**config.mk**
```make
export PLATFORM = sky130hd
export DESIGN_NAME = dv_audio_sample_placement_top
export DESIGN_NICKNAME = d
export VERILOG_FILES = /design/src/rtl/dvasp_pkg.sv /design/src/rtl/dvasp_locate.sv /design/src/rtl/dv_audio_sample_placement_top.sv
export VERILOG_INCLUDE_DIRS = /design/src /design/src/rtl
export SDC_FILE = /design/constraint.sdc
export NUM_CORES = 1
export LEC_CHECK = 0
export ABC_AREA = 1
export BUFFER_PORTS_ARGS = -buffer_cell sky130_fd_sc_hd__buf_2
export CELL_PAD_IN_SITES_DETAIL_PLACEMENT = 0
export CELL_PAD_IN_SITES_GLOBAL_PLACEMENT = 1
export CORE_MARGIN = 3
export CORE_UTILIZATION = 35
export CTS_CLUSTER_DIAMETER = 80
export CTS_CLUSTER_SIZE = 12
export DETAILED_ROUTE_END_ITERATION = 10
export PLACE_DENSITY = 0.72
export SYNTH_ARGS = -nofsm -noshare
export SYNTH_HDL_FRONTEND = slang
export SYNTH_HIERARCHICAL = 1
export SYNTH_SLANG_ARGS = --single-unit
```
**constraint.sdc**
```tcl
create_clock -name clk -period 9.85 [get_ports clk]
set_input_delay 1.4775 -clock clk [delete_from_list [all_inputs] [get_ports clk]]
set_output_delay 1.4775 -clock clk [all_outputs]
set_load 0.01 [all_outputs]
```
**src/rtl/dv_audio_sample_placement_top_assert.svh**
```systemverilog
// Assertion macros shared by the sample placement RTL.
`ifndef DV_AUDIO_SAMPLE_PLACEMENT_TOP_ASSERT_SVH
`define DV_AUDIO_SAMPLE_PLACEMENT_TOP_ASSERT_SVH

// Checked on every rising edge of clk outside reset.
`define SP_ASSERT(label, prop, msg) \
  label: assert property (@(posedge clk) disable iff (rst) prop) else $error(msg);

// Checked on every rising edge of clk, reset included.
`define SP_ASSERT_ALWAYS(label, prop, msg) \
  label: assert property (@(posedge clk) prop) else $error(msg);

`endif

```
**src/rtl/dvasp_pkg.sv**
```systemverilog
// Types, constants and shuffle tables for the DV audio sample placement block.
`timescale 1ns / 1ps

package dvasp_pkg;

  localparam int unsigned IDX_W = 11;
  localparam int unsigned SLOT_W = 6;
  localparam int unsigned REM_W = 6;
  localparam int unsigned OFF_W = 18;
  localparam int unsigned WORD_W = 16;
  localparam int unsigned RECIP_SHIFT = 16;
  localparam int unsigned PROD_W = 2 * IDX_W;

  localparam logic [SLOT_W-1:0] DIV_625 = 6'd54;
  localparam logic [SLOT_W-1:0] DIV_525 = 6'd45;
  // ceil(2^16 / divisor): exact quotient for every 11-bit index
  localparam logic [IDX_W-1:0] RECIP_625 = 11'd1214;
  localparam logic [IDX_W-1:0] RECIP_525 = 11'd1457;

  localparam logic [SLOT_W-1:0] SLOTS_PER_BLOCK = 6'd36;

  localparam logic [OFF_W-1:0] SEQ_BYTES = 18'(150 * 80);
  localparam logic [OFF_W-1:0] AUDIO_BASE = 18'(6 * 80);
  localparam logic [OFF_W-1:0] BLOCK_STRIDE = 18'(16 * 80);
  localparam logic [OFF_W-1:0] BLOCK_HDR = 18'd8;
  localparam logic [OFF_W-1:0] CH_OFFSET_625 = 18'(6 * 150 * 80);
  localparam logic [OFF_W-1:0] CH_OFFSET_525 = 18'(5 * 150 * 80);

  localparam logic [WORD_W-1:0] RESERVED_CODE = 16'h8000;
  localparam logic [WORD_W-1:0] SUBST_CODE = 16'h8001;

  localparam logic [REM_W-1:0] SHUF_625 [6][9] = '{
    '{ 6'd0,  6'd18, 6'd36, 6'd13, 6'd31, 6'd49, 6'd8,  6'd26, 6'd44 },
    '{ 6'd3,  6'd21, 6'd39, 6'd16, 6'd34, 6'd52, 6'd11, 6'd29, 6'd47 },
    '{ 6'd6,  6'd24, 6'd42, 6'd1,  6'd19, 6'd37, 6'd14, 6'd32, 6'd50 },
    '{ 6'd9,  6'd27, 6'd45, 6'd4,  6'd22, 6'd40, 6'd17, 6'd35, 6'd53 },
    '{ 6'd12, 6'd30, 6'd48, 6'd7,  6'd25, 6'd43, 6'd2,  6'd20, 6'd38 },
    '{ 6'd15, 6'd33, 6'd51, 6'd10, 6'd28, 6'd46, 6'd5,  6'd23, 6'd41 }
  };

  localparam logic [REM_W-1:0] SHUF_525 [5][9] = '{
    '{ 6'd0,  6'd15, 6'd30, 6'd10, 6'd25, 6'd40, 6'd5,  6'd20, 6'd35 },
    '{ 6'd3,  6'd18, 6'd33, 6'd13, 6'd28, 6'd43, 6'd8,  6'd23, 6'd38 },
    '{ 6'd6,  6'd21, 6'd36, 6'd1,  6'd16, 6'd31, 6'd11, 6'd26, 6'd41 },
    '{ 6'd9,  6'd24, 6'd39, 6'd4,  6'd19, 6'd34, 6'd14, 6'd29, 6'd44 },
    '{ 6'd12, 6'd27, 6'd42, 6'd7,  6'd22, 6'd37, 6'd2,  6'd17, 6'd32 }
  };

  // Sample after the quotient step, on its way to the result register
  typedef struct packed {
    logic              valid;
    logic              ch;
    logic              pal;
    logic [IDX_W-1:0]  idx;
    logic [SLOT_W-1:0] slot;
    logic [WORD_W-1:0] val;
  } slot_item_t;

  // Inverse shuffle: frame offset of the first audio byte for a remainder,
  // left channel. Works out to a constant table of 54 or 45 entries.
  function automatic logic [OFF_W-1:0] audio_base(input logic pal,
                                                  input logic [REM_W-1:0] rem);
    logic [2:0] seq;
    logic [3:0] blk;
    seq = '0;
    blk = '0;
    for (int s = 0; s < 6; s++) begin
      for (int b = 0; b < 9; b++) begin
        if (pal && SHUF_625[s][b] == rem) begin
          seq = 3'(s);
          blk = 4'(b);
        end
      end
    end
    for (int s = 0; s < 5; s++) begin
      for (int b = 0; b < 9; b++) begin
        if (!pal && SHUF_525[s][b] == rem) begin
          seq = 3'(s);
          blk = 4'(b);
        end
      end
    end
    return OFF_W'(seq) * SEQ_BYTES + AUDIO_BASE + OFF_W'(blk) * BLOCK_STRIDE + BLOCK_HDR;
  endfunction

endpackage

```
**src/rtl/dvasp_locate.sv**
```systemverilog
// Remainder, shuffle lookup, offset sum and reserved-code substitution feeding the result register.
`timescale 1ns / 1ps
`include "dv_audio_sample_placement_top_assert.svh"

module dvasp_locate import dvasp_pkg::*; (
  input  logic              clk,
  input  logic              rst,
  input  logic              load,
  input  slot_item_t        item,
  output logic [OFF_W-1:0]  byte_offset,
  output logic [WORD_W-1:0] sample_word,
  output logic              placed
);

  logic [SLOT_W-1:0] divisor;
  logic [IDX_W-1:0]  q_times_d;
  logic [IDX_W-1:0]  rem_full;
  logic [REM_W-1:0]  rem;
  logic              in_range;
  logic [OFF_W-1:0]  ch_term;
  logic [OFF_W-1:0]  offset_next;
  logic [WORD_W-1:0] word_next;

  always_comb begin
    divisor   = item.pal ? DIV_625 : DIV_525;
    q_times_d = IDX_W'(item.slot) * IDX_W'(divisor);
    rem_full  = item.idx - q_times_d;
    rem       = rem_full[REM_W-1:0];
    in_range  = item.slot < SLOTS_PER_BLOCK;
    ch_term   = item.ch ? (item.pal ? CH_OFFSET_625 : CH_OFFSET_525) : '0;
    offset_next = '0;
    if (in_range) begin
      offset_next = audio_base(item.pal, rem) + ch_term + OFF_W'({item.slot, 1'b0});
    end
    word_next = (item.val == RESERVED_CODE) ? SUBST_CODE : item.val;
  end

  always_ff @(posedge clk) begin
    if (load) begin
      byte_offset <= offset_next;
      sample_word <= word_next;
      placed      <= in_range;
    end
  end

  `SP_ASSERT(a_quotient_exact, item.valid |-> (q_times_d <= item.idx) && (rem_full < IDX_W'(divisor)), "quotient step gave a wrong slot")
  `SP_ASSERT(a_reserved_gone, load |=> sample_word != RESERVED_CODE, "reserved code reached the result")
  `SP_ASSERT(a_drop_zero, load && !in_range |=> !placed && byte_offset == '0, "dropped sample has an offset")

endmodule

```
**src/rtl/dv_audio_sample_placement_top.sv**
```systemverilog
// Top level of the DV audio sample placement block.
//
//   channel  | valid     | stall     | payload
//   ---------+-----------+-----------+------------------------------------------
//   input    | in_valid  | in_stall  | channel, sample_index, sample_value
//   result   | out_valid | out_stall | byte_offset, sample_word, placed
//   config   | cfg_write | -         | cfg_data (pal_mode, bit 0)
//
// One transaction per cycle sustained while the result side does not stall; a result
// passes through the input register, quotient register and result register before it
// is on the outputs.
// The slot comes from one 11x11 reciprocal multiply; the remainder needs a small
// slot-by-divisor product in the next stage.
// rst is synchronous: it empties all three stages and sets pal_mode to 1.
// A stall on the result side fills the stages; in_stall rises only when all are full.
`timescale 1ns / 1ps
`include "dv_audio_sample_placement_top_assert.svh"

module dv_audio_sample_placement_top import dvasp_pkg::*; (
  input  logic              clk,
  input  logic              rst,
  input  logic              in_valid,
  output logic              in_stall,
  input  logic              channel,
  input  logic [IDX_W-1:0]  sample_index,
  input  logic [WORD_W-1:0] sample_value,
  output logic              out_valid,
  input  logic              out_stall,
  output logic [OFF_W-1:0]  byte_offset,
  output logic [WORD_W-1:0] sample_word,
  output logic              placed,
  input  logic              cfg_write,
  input  logic              cfg_data
);

  logic              pal_mode;
  logic              s0_valid;
  logic              s0_ch;
  logic              s0_pal;
  logic [IDX_W-1:0]  s0_idx;
  logic [WORD_W-1:0] s0_val;
  slot_item_t        s1;
  logic [PROD_W-1:0] recip_prod;
  logic              ready_out;
  logic              ready1;
  logic              ready0;

  always_comb begin
    ready_out  = !out_valid || !out_stall;
    ready1     = !s1.valid || ready_out;
    ready0     = !s0_valid || ready1;
    in_stall   = !ready0;
    recip_prod = PROD_W'(s0_idx) * PROD_W'(s0_pal ? RECIP_625 : RECIP_525);
  end

  always_ff @(posedge clk) begin
    if (rst) begin
      pal_mode <= 1'b1;
    end else if (cfg_write) begin
      pal_mode <= cfg_data;
    end
  end

  // Input register
  always_ff @(posedge clk) begin
    if (rst) begin
      s0_valid <= 1'b0;
    end else if (ready0) begin
      s0_valid <= in_valid;
    end
    if (ready0 && in_valid) begin
      s0_ch  <= channel;
      s0_pal <= pal_mode;
      s0_idx <= sample_index;
      s0_val <= sample_value;
    end
  end

  // Quotient register: slot = index / divisor by reciprocal
  always_ff @(posedge clk) begin
    if (rst) begin
      s1.valid <= 1'b0;
    end else if (ready1) begin
      s1.valid <= s0_valid;
    end
    if (ready1 && s0_valid) begin
      s1.ch   <= s0_ch;
      s1.pal  <= s0_pal;
      s1.idx  <= s0_idx;
      s1.slot <= recip_prod[RECIP_SHIFT +: SLOT_W];
      s1.val  <= s0_val;
    end
  end

  always_ff @(posedge clk) begin
    if (rst) begin
      out_valid <= 1'b0;
    end else if (ready_out) begin
      out_valid <= s1.valid;
    end
  end

  dvasp_locate u_locate (
    .clk         (clk),
    .rst         (rst),
    .load        (ready_out && s1.valid),
    .item        (s1),
    .byte_offset (byte_offset),
    .sample_word (sample_word),
    .placed      (placed)
  );

  `SP_ASSERT(a_stall_only_full, in_stall |-> s0_valid && s1.valid && out_valid, "input held while a stage is empty")
  `SP_ASSERT_ALWAYS(a_reset_empties, rst |=> !out_valid && !s0_valid && !s1.valid, "stage valid after reset")

endmodule

```
* After elaboration in Yosys (flattened, before gate mapping)
Cells that the tools add are included.
** Cells by class
- Reductions and logical operators :: 111
- Eq/ne operators :: 54
- Div/mod/pow operators :: 0
- Bitwise logic cells :: 0
- Muxes and demuxes :: 194
- Order comparisons :: 1
- Shifts and indexed selects :: 0
- Multiply operators :: 4
- Add/subtract/negate cells :: 6
** Operators by type and width (number)
- $mux 4 :: 92
- $mux 3 :: 68
- $eq 6x6->1 const A :: 22
- $logic_and 1x1->1 :: 101
- $eq 5x6->1 const A :: 16
- $eq 4x6->1 const A :: 8
- $mux 2 :: 20
- $eq 3x6->1 const A :: 4
- $mul 11x11->22 :: 1
- $add 17x9->18 const B :: 1
- $add 18x15->18 :: 1
- $add 18x18->18 :: 1
- $add 18x4->18 const B :: 1
- $add 18x7->18 :: 1
- $mux 18 :: 1
- $mux 17 :: 1
- $eq 16x16->1 const B :: 1
- $eq 2x6->1 const A :: 2
- $mul 3x9->12 const B :: 1
- $mux 1 :: 10
- $mux 9 :: 1
- $mul 4x3->7 const B :: 1
- $eq 1x6->1 const A :: 1
- $logic_not 1->1 :: 6
- other kinds (6) :: 8
** Word-level totals
- Register bits :: 98
- Logic and storage cells :: 386
- Bits in read-only memories :: 0
- Memories kept :: 0
- Input bits :: 34
- Bits in writable memories :: 0
- Output and inout bits :: 37
- Latch bits :: 0

* Depth between registers and ports, before layout
Gate-level depths: netlist of the first run.
- Word-level depth :: 109
- Depth in mapped cells :: 65
- Depth with buffers taken out :: 63

* Cells and area by module
The synthesis of the first run kept the hierarchy.
** Modules (own cells, without submodules)
- dv_audio_sample_placement_top :: instances 1, cells each 499, sequential area each 2001.9 um2, area each 5248.8 um2
- dvasp_locate :: instances 1, cells each 639, sequential area each 1021.0 um2, area each 4600.7 um2

* Worst setup path after synthesis of the first run
OpenSTA, ideal clock, no wires.
- Path kind :: flip-flop to flip-flop
- From :: register s1[33] (netlist name)
- To :: register u_locate.byte_offset[17] (data pin)
- Stages on the path, launching flop included :: 54
- Arrival :: 8981 ps
- Slack :: 611 ps
- Path buffers :: 4
- Cell sequence :: edfxtp_1 buf_6 clkbuf_8 clkbuf_1 nand2_1 fa_1 inv_1 ha_1 fa_1 inv_1 fa_1 ha_1 a21oi_1 o211ai_2 inv_1 nand3_1 nand2_1 nor2_1 [18 not listed] ha_1 a21oi_1 inv_1 a31oi_1 o31ai_1 nand2_1 inv_1 nor2_1 nor2_1 o21ai_0 nand2_1 a21o_1 nand2_1 inv_1 o21ai_0 nand2_1 o21ai_0 a21oi_1
** On the way
- Word-level cells in the longest chain between the ends :: 109
** Ends and longest elaborated chain
- start, declared :: line dv_audio_sample_placement_top.sv:42 : slot_item_t s1;
- branches (longest 107 deep; another with $mul 6x6->6)
- $add 18x18->18 * :: line dvasp_locate.sv:33 : offset_next = audio_base(item.pal, rem) + ch_term + OFF_W'({item.slot, 1'b0});
- $add 18x7->18 * :: line dvasp_locate.sv:33
- end signal, assigned :: line dvasp_locate.sv:40 : byte_offset <= offset_next;
- end, declared :: line dvasp_locate.sv:10 : output logic [OFF_W-1:0] byte_offset,
Every way passes the cells marked *. The select of a mux whose other input is x is not followed.
A chain may end at the register's enable or synchronous reset.

* Final worst setup path of the first run
Ends and elaborated chain as after synthesis.

==> reports/results.ini, run 1 <==
[sta]
slew_violations=0
hold_viol_final=0
min_period_over_period_pct=93.7
setup_ws_ns=0.621
fin_crit_ns=9.23
fin_worst_skew_ns=0.00854
maxSlewHeadroom_pct=23.7
max_freq_mhz=108
worstMarginPinSlew_ns=1.14
setup_viol=0

[worst_setup_path]
timing.reg2reg.setup_slack_ns=0.62
start_kind=flip-flop
cp_num_buf_inv=11
critPathKind=reg2reg
cp-end-kind=flip-flop
cp_max_fo=8
cp_slowest_cell=edfxtp_1
arrival_ns=9.33
critPathTopFamily=adder cells
path_common_cell=nand2_1
crit_required_ns=9.96
max_stage_delay_ns=0.51

[clock_network]
cts.sinks=97
cts_tree=done
clkTransAtPathRegs_ns=0.08
clock_path_buffers=2
cts_hold_buf=0
clk_latency_ns=0.35
cts.htree.levels=3
cts-root-buf=clkbuf_16
cts_buffers=9

[global_routing]
grt_pass1_vias=7641
grt_max_degree=35
antenna_found_initial=0
track_usage_pct=15.8
grt_pass1_wl_um=37400
gr-total-overflow=0

[floorplanning]
row_count=60
die_area_sq_mm=0.0297
start_util_pct=35.8
die_h_um=172
die_w_um=172
core_area_sq_mm=0.0271
ios=71

[drt]
drc=0
firstDrtPassIters=5
wl_per_cell_um=14.3
viasPerCell=4.71
first_iter_violations=419
drt-total-wl_um=22600
postRouteAntennaNets=0
num_vias=7465

[layout]
diodes=0
area_growth_pct=12.7
layout-drive-gt1-share_pct=12.7
fill_cells=2740
fin_nets=1441

[worst_hold_path]
min_path_type=reg2reg

[job]
cap_violations=0

[placement]
dp_slack_ns=0.224
gp_congestion=0.916
io_buffers=69
place_hpwl_um=18600

[synth]
synthesis.area_sq_mm=0.00970
yosys_warnings=6
avgSynthCellArea_sq_um=8.56
syn_inst=1133

[status]
status=finished clean

-- routing by layer --
| metal | GRT usage (%) | wire length (um) | up-vias |
|---|---|---|---|
| met5 | 0 | 0 | - |
| met4 | 4.93 | 663 | 0 |
| met3 | 2.35 | 709 | 49 |
| met2 | 27.5 | 11100 | 159 |
| met1 | 20.3 | 10100 | 3525 |
| li1 | - | - | 3732 |
-- layout by cell type (no fill, tap or decap), types with 3 or more instances in the layout --
cell type,n
nor2_4,5
xor2_1,10
nand4_1,18
nor3_1,17
nand2_2,14
buf_4,19
clkinv_1,3
nand3_1,34
nor2_1,116
o22ai_1,5
conb_1,4
inv_2,5
nand2_1,185
clkbuf_16,9
dfxtp_1,4
inv_4,3
edfxtp_1,93
fa_1,77
o21ai_1,5
a21oi_1,38
nor2_2,5
buf_2,69
ha_1,121
o21ai_0,37
inv_1,256
nor4_1,8
xnor2_1,5
-- per-stage QoR --
| stage | hold WS [ns] | utilization, % | instance area [sq um] | setup TNS (ns) | instances |
|---|---|---|---|---|---|
| finish | 0.426 | 40.3 | 10900 | 0 | 1584 |
| global route | 0.445 | 40.3 | 10900 | -0.0135 | 1584 |
| CTS | 0.429 | 39.9 | 10800 | 0 | 1580 |
| detailed placement | 0.408 | 38.7 | 10500 | 0 | 1564 |
| global placement | 0.400 | 38.7 | 10500 | 0 | 1564 |
| floorplan | 0.400 | - | 9700 | 0 | 1134 |
-- sequential cells by signal, summed over array words and instances, names as in the netlist --
signal / cells
s1: 31
u_locate/byte_offset: 17
s0_val: 16
u_locate/sample_word: 16
s0_idx: 11
out_valid: 1
pal_mode: 1
s0_ch: 1
s0_pal: 1
s0_valid: 1
u_locate/placed: 1
-- worst register-to-register path, delay by kind of cell, from the launching register on --
kind | cells | cell delay, ns
adder cells (fa/ha/maj) | 11 | 4.10
flip-flops | 1 | 0.51
buffers and inverters | 11 | 0.90
AO/OA/AOI/OAI | 8 | 1.09
AND/OR/NAND/NOR | 20 | 2.36
-- path summary, 6_finish.rpt --
kind	startpoint	endpoint	depth (start not counted)
max	s1[33]	u_locate/byte_offset[17]	50
min	s0_val[1]	s1[1]	0
max reg2reg	s1[33]	u_locate/byte_offset[17]	50
min reg2reg	s0_val[1]	s1[1]	0
-- final cells by class --
type,count,area [sq um],area share [%]
clock buffer,9,225,2.06
clock inverter,7,96.3,0.882
inverter,268,1010,9.29
multi-input combinational,743,5770,52.8
sequential,97,2870,26.3
tap,372,465,4.26
timing repair buffer,88,488,4.47
-- what timing repair did --
action                     CTS  global route
setup buffers                0             4
resized for setup            0            14
setup endpoints to repair    0             3
Power of run 1 is not shown: default switching activity piles up to over one toggle a cycle in this logic, so the estimate is an artifact.
==> run 2, diff against run 1 <==
- ABC_AREA: 1 -> not set
- PLACE_DENSITY: 0.72 -> 0.7
==> run 2 against run 1 <==
- maximum frequency grew 0.14%
- die area shrank 0.83%
- flip-flop and latch count is the same
- register-to-register slack is essentially flat
- via count shrank 6.2%
- area after synthesis shrank 0.86%
- worst hold slack lost 0.014 ns
- largest cell class unchanged
==> reports/results.ini, run 2 <==
[worst_setup_path]
critPathKind=reg2reg
arrival_ns=9.40
crit_required_ns=10.03
r2r-end=u_locate/byte_offset[17]
timing.reg2reg.setup_slack_ns=0.63
path_common_cell=fa_1
start_kind=flip-flop
rr_startpoint=s1[33]
critPathTopFamily=adder cells
max_stage_delay_ns=0.53
worstRegToRegCells=35
cp_slowest_cell=or4b_4
cp_max_fo=28
cp-end-kind=flip-flop
cp_num_buf_inv=6

[worst_hold_path]
hp-start=s0_val[8]
worstHoldPathCells=0
hold_path_end=s1[8]
min_path_type=reg2reg

[placement]
place_hpwl_um=17200
io_buffers=69
dpl_cell_area_sq_mm=0.0103
gp_congestion=0.919

[clock_network]
cts_tree=done
clk_latency_ns=0.35
clkTransAtPathRegs_ns=0.07
cts.sinks=97
cts-root-buf=clkbuf_16
clock_path_buffers=2
cts_buffers=9
cts.htree.levels=3

[floorplanning]
core_area_sq_mm=0.0270
ios=71
row_count=60
die_area_sq_mm=0.0295
die_w_um=172
start_util_pct=35.7
die_h_um=172

[sta]
fin_worst_skew_ns=0.00914
slew_violations=0
setup_viol=0
hold_viol_final=0
min_period_over_period_pct=93.6
worstMarginPinSlew_ns=1.15
maxSlewHeadroom_pct=23.2
fin_crit_ns=9.22
max_freq_mhz=109
setup-tns-final_ns=0
grt_setup_unrepaired=false

[layout]
final_common_cell=inv_1
fill_cells=2645
layout_common_cells=inv_1 (141), ha_1 (123), edfxtp_1 (93), fa_1 (77), buf_2 (69)
reg_top3=s1: 31 flops, u_locate/byte_offset: 17 flops
fin_util_pct=39.6
top_register=s1
fin_nets=1244
multi_input_area_sq_mm=0.00601
final_cell_area_sq_mm=0.0107
largest_register_ffs=31
diodes=0
layout-drive-gt1-share_pct=13.5
regArea_sq_mm=0.00287
area_growth_pct=10.9

[global_routing]
track_usage_pct=15.3
antenna_found_initial=0
grt_pass1_wl_um=36200
grt_pass1_vias=7158
gr-total-overflow=0
grt_max_degree=54

[synth]
avgSynthCellArea_sq_um=10.0
yosys_warnings=6
syn_inst=958
synthesis.area_sq_mm=0.00962

[drt]
postRouteAntennaNets=0
firstDrtPassIters=5
viasPerCell=5.17
drt-total-wl_um=21900
num_vias=7000
wl_per_cell_um=16.2
drc=0
first_iter_violations=621

[job]
cap_violations=0

[status]
status=finished clean

run 2: worst register-to-register path, delay by kind of cell, from the launching register on:
family | cells | cell delay [ns]
fa+ha+maj | 11 | 4.47
compound gates | 11 | 2.06
buf+inv | 6 | 0.59
simple gates | 5 | 1.18
xor+xnor | 1 | 0.19
flops | 1 | 0.47
mux | 1 | 0.10
run 2: how the worst max path moves through the flow:
stage               startpoint                       end  cells after the start
detailed placement      s1[33]  u_locate/byte_offset[17]                     35
global placement        s1[33]  u_locate/byte_offset[16]                     35
global route            s1[33]  u_locate/byte_offset[17]                     35
CTS                     s1[33]  u_locate/byte_offset[17]                     35
floorplan               s1[33]  u_locate/byte_offset[16]                     38
finish                  s1[33]  u_locate/byte_offset[17]                     35
run 2: layout make-up:
type,instances,share of cell area (%)
Clock buffer,9,2.11
Clock inverter,6,0.622
Inverter,141,4.96
Multi-Input combinational cell,668,56.4
Sequential cell,97,26.9
Tap cell,341,4.00
Timing Repair Buffer,93,5.00
run 2: routing by layer:
layer,up-vias,part of all wire (%),track usage [%],routed length (um)
met5,-,0,0,0
met1,3364,44,20.3,9720
met3,42,4.4,3.03,963
met4,0,2.3,3.85,501
met2,185,49,25.7,10700
li1,3409,-,-,-
run 2: stage by stage:
stage	hold WS, ns	worst slack [ns]	std cells
floorplan	0.400	0.148	959
global route	0.421	0.00479	1355
global placement	0.401	0.410	1337
CTS	0.414	0.274	1352
detailed placement	0.405	0.310	1337
finish	0.412	0.634	1355
run 2: what timing repair did:
action                                  4_1_cts  5_1_grt
endpoints found under the hold margin         0        0
endpoints found under the setup margin        0        3
buffers inserted                              0        3
resized for setup                             0        6
hold buffers                                  0        0
Power of run 2 is left out for the same reason.
